===== src/design/imu_afp_pkg.sv =====
// Package for the IMU angle frame parser: frame constants, the yaw
// transaction type passed between the parser and the top level, and the
// degree conversion. No dependencies.
package imu_afp_pkg;

    localparam int unsigned BYTE_W  = 8;
    localparam int unsigned ANGLE_W = 16;
    localparam int unsigned COUNT_W = 4;

    localparam logic [BYTE_W-1:0]  FRAME_HEADER = 8'h55;
    localparam logic [BYTE_W-1:0]  ANGLE_TYPE   = 8'h53;
    localparam logic [COUNT_W-1:0] POS_TYPE     = 4'd1;
    localparam logic [COUNT_W-1:0] POS_YAW_LOW  = 4'd6;
    localparam logic [COUNT_W-1:0] POS_YAW_HIGH = 4'd7;
    localparam logic [COUNT_W-1:0] POS_LAST     = 4'd10;

    // Largest degree value: 65535 * 45 / 64, truncated
    localparam logic [ANGLE_W-1:0] DEG_MAX      = 16'd46079;

    // Completed angle frame: absolute yaw and yaw relative to the zero offset
    typedef struct packed {
        logic [ANGLE_W-1:0] rel;
        logic [ANGLE_W-1:0] yaw;
    } t_yaw_evt;

    // Binary angle to degrees in Q.7: (a * 45) >> 6, built from shifts and adds
    function automatic logic [ANGLE_W-1:0] to_deg_q7(input logic [ANGLE_W-1:0] a);
        logic [ANGLE_W+5:0] ext;
        logic [ANGLE_W+5:0] prod;
        ext  = (ANGLE_W+6)'(a);
        prod = (ext << 5) + (ext << 3) + (ext << 2) + ext;
        return prod[ANGLE_W+5:6];
    endfunction

endpackage


===== src/design/imu_afp_parser.sv =====
// Frame parser: counts the 11 bytes of a frame, keeps type and yaw bytes,
// and registers one yaw transaction per closed frame of the angle type.
// Depends on imu_afp_pkg.
module imu_afp_parser (
    input  logic                       i_clk,
    input  logic                       i_rst_n,
    input  logic                       i_byte_valid,
    output logic                       o_byte_ready,
    input  logic [7:0]                 i_byte,
    input  logic [15:0]                i_zero_offset,
    output logic                       o_evt_valid,
    input  logic                       i_evt_ready,
    output imu_afp_pkg::t_yaw_evt      o_evt
);
    import imu_afp_pkg::*;

    typedef enum logic [1:0] {
        ST_IDLE  = 2'b01,
        ST_FRAME = 2'b10
    } t_parse_state;

    t_parse_state        r_state, n_state;
    logic [COUNT_W-1:0]  r_count, n_count;
    logic [BYTE_W-1:0]   r_type, r_yaw_low, r_yaw_high;
    logic                r_evt_valid;
    t_yaw_evt            r_evt;
    logic                accept;
    logic                emit;
    logic [ANGLE_W-1:0]  yaw;

    assign o_byte_ready = !r_evt_valid || i_evt_ready;
    assign accept       = i_byte_valid && o_byte_ready;
    assign yaw          = {r_yaw_high, r_yaw_low};

    // Frame sequencing: header opens, eleventh byte closes
    always_comb begin
        n_state = r_state;
        n_count = r_count;
        emit    = 1'b0;
        case (r_state)
            ST_IDLE: begin
                if (i_byte == FRAME_HEADER) begin
                    n_state = ST_FRAME;
                    n_count = POS_TYPE;
                end
            end
            ST_FRAME: begin
                if (r_count == POS_LAST) begin
                    n_state = ST_IDLE;
                    n_count = '0;
                    emit    = (r_type == ANGLE_TYPE);
                end else begin
                    n_count = r_count + 1'b1;
                end
            end
            default: begin
                n_state = ST_IDLE;
                n_count = '0;
            end
        endcase
    end

    // Advance state on each accepted byte
    always_ff @(posedge i_clk) begin
        if (!i_rst_n) begin
            r_state <= ST_IDLE;
            r_count <= '0;
        end else if (accept) begin
            r_state <= n_state;
            r_count <= n_count;
        end
    end

    // Capture type and yaw bytes at their positions
    always_ff @(posedge i_clk) begin
        if (!i_rst_n) begin
            r_type     <= '0;
            r_yaw_low  <= '0;
            r_yaw_high <= '0;
        end else if (accept && r_state == ST_FRAME) begin
            case (r_count)
                POS_TYPE:     r_type     <= i_byte;
                POS_YAW_LOW:  r_yaw_low  <= i_byte;
                POS_YAW_HIGH: r_yaw_high <= i_byte;
                default:      ;
            endcase
        end
    end

    // Hold the yaw transaction until the next stage takes it
    always_ff @(posedge i_clk) begin
        if (!i_rst_n) begin
            r_evt_valid <= 1'b0;
        end else if (accept && emit) begin
            r_evt_valid <= 1'b1;
        end else if (i_evt_ready) begin
            r_evt_valid <= 1'b0;
        end
    end

    always_ff @(posedge i_clk) begin
        if (accept && emit) begin
            r_evt.yaw <= yaw;
            r_evt.rel <= yaw - i_zero_offset;
        end
    end

    assign o_evt_valid = r_evt_valid;
    assign o_evt       = r_evt;

    a_count_range: assert property (@(posedge i_clk) disable iff (!i_rst_n)
        r_count <= POS_LAST)
        else $error("byte count past frame end");

    a_idle_count: assert property (@(posedge i_clk) disable iff (!i_rst_n)
        (r_state == ST_IDLE) |-> (r_count == '0))
        else $error("byte count nonzero while idle");

    a_evt_source: assert property (@(posedge i_clk) disable iff (!i_rst_n)
        $rose(r_evt_valid) |-> $past(accept && r_state == ST_FRAME && r_count == POS_LAST))
        else $error("yaw transaction without a closing byte");

endmodule


===== src/design/imu_angle_frame_parser_top.sv =====
// Top level of the IMU angle frame parser: zero offset register, parser
// stage and degree conversion into the output register.
// Depends on imu_afp_pkg and imu_afp_parser.
//
//  Channel   | Ports                 | Payload (low bit first)
//  ----------+-----------------------+---------------------------------------
//  input     | s_axis_t*             | rx_byte[7:0]
//  output    | m_axis_t*             | yaw_angle, yaw_degrees, rel_angle,
//            |                       | rel_degrees (16 bit each)
//  config    | i_cfg_wr_en/_wr_data  | zero_offset[15:0]
//
// One byte is accepted per cycle while s_axis_tready is high. A result
// appears on m_axis after the eleventh byte of an angle frame has passed
// through the parser register and then the conversion register. Reset
// (synchronous, active low) returns to waiting for a header and clears the offset to zero.
// A stalled output holds its result; the two registers absorb one more
// transaction before s_axis_tready drops.
module imu_angle_frame_parser_top (
    input  logic        i_clk,
    input  logic        i_rst_n,
    input  logic        s_axis_tvalid,
    output logic        s_axis_tready,
    input  logic [7:0]  s_axis_tdata,   // rx_byte[7:0]
    output logic        m_axis_tvalid,
    input  logic        m_axis_tready,
    output logic [63:0] m_axis_tdata,   // yaw_angle[15:0], yaw_degrees[31:16],
                                        // rel_angle[47:32], rel_degrees[63:48]
    input  logic        i_cfg_wr_en,
    input  logic [15:0] i_cfg_wr_data   // zero_offset[15:0]
);
    import imu_afp_pkg::*;

    logic [ANGLE_W-1:0] r_zero_offset;
    logic               evt_valid;
    logic               evt_ready;
    t_yaw_evt           evt;
    logic               r_out_valid;
    logic [63:0]        r_out_data;

    // Zero offset register
    always_ff @(posedge i_clk) begin
        if (!i_rst_n) begin
            r_zero_offset <= '0;
        end else if (i_cfg_wr_en) begin
            r_zero_offset <= i_cfg_wr_data;
        end
    end

    imu_afp_parser u_parser (
        .i_clk         (i_clk),
        .i_rst_n       (i_rst_n),
        .i_byte_valid  (s_axis_tvalid),
        .o_byte_ready  (s_axis_tready),
        .i_byte        (s_axis_tdata),
        .i_zero_offset (r_zero_offset),
        .o_evt_valid   (evt_valid),
        .i_evt_ready   (evt_ready),
        .o_evt         (evt)
    );

    assign evt_ready = !r_out_valid || m_axis_tready;

    // Output register: advance when empty or being drained
    always_ff @(posedge i_clk) begin
        if (!i_rst_n) begin
            r_out_valid <= 1'b0;
        end else if (evt_ready) begin
            r_out_valid <= evt_valid;
        end
    end

    // Convert both angles to degrees on the way in
    always_ff @(posedge i_clk) begin
        if (evt_ready && evt_valid) begin
            r_out_data <= {to_deg_q7(evt.rel), evt.rel, to_deg_q7(evt.yaw), evt.yaw};
        end
    end

    assign m_axis_tvalid = r_out_valid;
    assign m_axis_tdata  = r_out_data;

    a_out_source: assert property (@(posedge i_clk) disable iff (!i_rst_n)
        $rose(r_out_valid) |-> $past(evt_valid))
        else $error("output transaction without a parser transaction");

    a_yaw_deg_range: assert property (@(posedge i_clk) disable iff (!i_rst_n)
        r_out_valid |-> (r_out_data[31:16] <= DEG_MAX))
        else $error("absolute degrees out of range");

    a_rel_deg_range: assert property (@(posedge i_clk) disable iff (!i_rst_n)
        r_out_valid |-> (r_out_data[63:48] <= DEG_MAX))
        else $error("relative degrees out of range");

endmodule


===== config.mk =====
export PLATFORM = sky130hd
export DESIGN_NAME = imu_angle_frame_parser_top
export DESIGN_NICKNAME = d
export VERILOG_FILES = /design/src/design/imu_afp_pkg.sv /design/src/design/imu_afp_parser.sv /design/src/design/imu_angle_frame_parser_top.sv
export SDC_FILE = /design/constraint.sdc
export NUM_CORES = 1
export LEC_CHECK = 0
export ABC_CLOCK_PERIOD_IN_PS = 11300
export BUFFER_PORTS_ARGS = -buffer_cell sky130_fd_sc_hd__buf_4
export CORE_UTILIZATION = 61
export DETAILED_ROUTE_END_ITERATION = 7
export PLACE_DENSITY = 0.89
export SLEW_MARGIN = 25
export SYNTH_ARGS = -nofsm -noshare
export SYNTH_HDL_FRONTEND = slang
export SYNTH_SLANG_ARGS = --single-unit
export TNS_END_PERCENT = 10

===== constraint.sdc =====
create_clock -name i_clk -period 11.3 [get_ports i_clk]
set_input_delay 1.695 -clock i_clk [delete_from_list [all_inputs] [get_ports i_clk]]
set_output_delay 1.695 -clock i_clk [all_outputs]
set_load 0.01 [all_outputs]

==> metrics.yaml <==
status: "finished clean"
worstHoldPathType: "flop to flop"
pre_cts_ws_ns: 7.46
wire_per_inst_um: 16.1
grt.total_usage_pct: 24.7
final.fill_count: 870
cp-end-kind: "primary output"
peakVddDrop_v: 0.000101
route.vias.total: 5716
synth_common_cells: "inv_1, edfxtp_1, ha_1"
antenna_found_initial: 0
arrival_ns: 2.14
drc: 0
slew_headroom_pct: 44.0
syn-num-nets: 883
synth_area_leaders: "edfxtp_1, fa_1, dfxtp_1"
avgSynthCellArea_um2: 11.7
core_um2: 13800
period_minus_slack_ns: 3.84
cts.hold.buffers_added: 0
synth_edf_count: 96
setup-tns-final_ns: 0
die_y_um: 121
cts.reportedPaths.clkPinSlew_ns: 0.06
crit_required_ns: 9.61
firstDrtPassIters: 5
cts_tree: "yes"
worst_slew_pin_slew_ns: 0.839
fin_hold_ws_ns: 0.460
synth.distinct_cells: 65
max_freq_mhz: 261
timing.final.hold_violations: 0
initial_core_util_pct: 62.4
gp_congestion: 0.888
post_route_cells_drive_above_1_share_pct: 17.2
syn_area_um2: 8630
fp.dieW_um: 121
critical_path_class: "input port to primary output"
rsz0062_at_grt: "false"
async_reset_ff_share_pct: 0
postRouteAntennaNets: 0
post-route-period-util_pct: 33.9
layout_setup_ws_ns: 7.46
seqCellArea_um2: 3840
finalSetupViolCount: 0
diodes: 0
io_buffers: 94
clock_latency_ns: 0.43
synth_top_area_share_pct: 33.4
io_pins: 95
clock_path_buffers: 2
htreeDepth: 4
overflow: 0
grt_max_degree: 65
grt_pass1_vias: 5763
first_iter_violations: 414
post_cts_resized: 0
finalMaxSlewViolations: 0
cts.sinks: 144
grt_pass1_wl_um: 27400
multiInputGateArea_um2: 4330
cts_buffers: 17
synth_cells: 739
syn_to_final_growth_pct: 17.3
cts-root-buf: "clkbuf_16"
yosysTopAreaCell: "edfxtp_1"
critPathMaxFanout: 3
p_leak_nw: 4.48
fin_skew_ns: 0.00655
cap_viol_max_count: 0
synthFlopType: "edfxtp_1"
dieArea_um2: 14600
power_density_nw_per_um2: 117
layout.nets: 985
place_hpwl_um: 11900
post-cts-setup-buffers: 0
critPathLaunchType: "input port"
routed_wl_um: 16700
rows: 43
synth_seq_cells: 144
synth-seq-area-share_pct: 44.5
yosysWarnings: 0
final_util_pct: 73.2
yosysMostFrequentCell: "inv_1"
via_per_inst: 5.53
-- worst paths after layout --
path | from | to | slack [ns] | depth (start not counted)
min reg2reg | u_parser.o_evt[10] | m_axis_tdata[10] | 0.46 | 0
max reg2reg | u_parser.o_evt[5] | m_axis_tdata[30] | 7.70 | 11
max | m_axis_tready | s_axis_tready | 7.46 | 3
min | u_parser.o_evt[10] | m_axis_tdata[10] | 0.46 | 0
-- report_power, final --
part           internal, mW  total [mW]  switching, mW
clock network         0.323       0.561          0.239
registers             0.562       0.566        0.00346
logic                0.0300      0.0629         0.0329
total                 0.915        1.19          0.275
-- through the flow --
| step | power [mW] | std cells | area, um^2 |
|---|---|---|---|
| after floorplan | 0.619 | 739 | 8630 |
| after global placement | 0.636 | 1002 | 9530 |
| after detailed placement | 0.638 | 1002 | 9530 |
| after CTS | 1.19 | 1034 | 10100 |
| after global routing | 1.23 | 1034 | 10100 |
| final | 1.19 | 1034 | 10100 |
-- critical path, cell delays in order --
cell	delay, ns
buf_4	0.11
nand3b_4	0.17
buf_4	0.16
-- kinds of logic (layout without fill, tap and decap cells) --
group | after synthesis | count (layout) | share of synthesized area (%)
flops | 144 | 144 | 44.5
buf+inv | 122 | 237 | 5.41
simple gates | 169 | 169 | 11.1
mux | 40 | 40 | 4.64
xor+xnor | 38 | 38 | 3.86
fa+ha+maj | 115 | 115 | 21.3
compound gates | 111 | 111 | 9.18
-- placed cells by master, fill, tap and decap left out, types with 32 or more instances in the layout --
master	synthesis	final
inv_1	109	109
buf_4	1	96
edfxtp_1	96	96
ha_1	62	62
fa_1	53	53
nor2b_1	50	49
dfxtp_1	48	48
mux2i_1	40	40
nand2_1	36	36
a21oi_1	34	34
nor2_1	32	32
-- registers in the layout, summed over array words and instances, names as in the netlist --
name / cells
u_parser.r_yaw_high: 8
u_parser.r_yaw_low: 8
u_parser.r_state: 2
u_parser.o_evt_valid: 1
u_parser.r_count: 4
r_zero_offset: 16
u_parser.r_type: 8
u_parser.o_evt: 32
m_axis_tdata: 64
m_axis_tvalid: 1
-- layer usage --
| metal | GRT usage, % | share of wire, % | vias to the layer above |
|---|---|---|---|
| li1 | - | - | 2744 |
| met1 | 31.1 | 43 | 2809 |
| met2 | 41.5 | 50 | 131 |
| met3 | 5.03 | 4.0 | 32 |
| met4 | 10.2 | 2.2 | 0 |
| met5 | 0 | 0 | - |
-- final cells by class --
type	count	area share, %
flip-flops and latches	144	38.0
inverters	109	4.04
clock buffers	18	4.45
multi-input cells	473	42.8
clock inverters	14	1.42
well taps	180	2.22
repair buffers	96	7.12
Power figures use the tool's default switching activity.
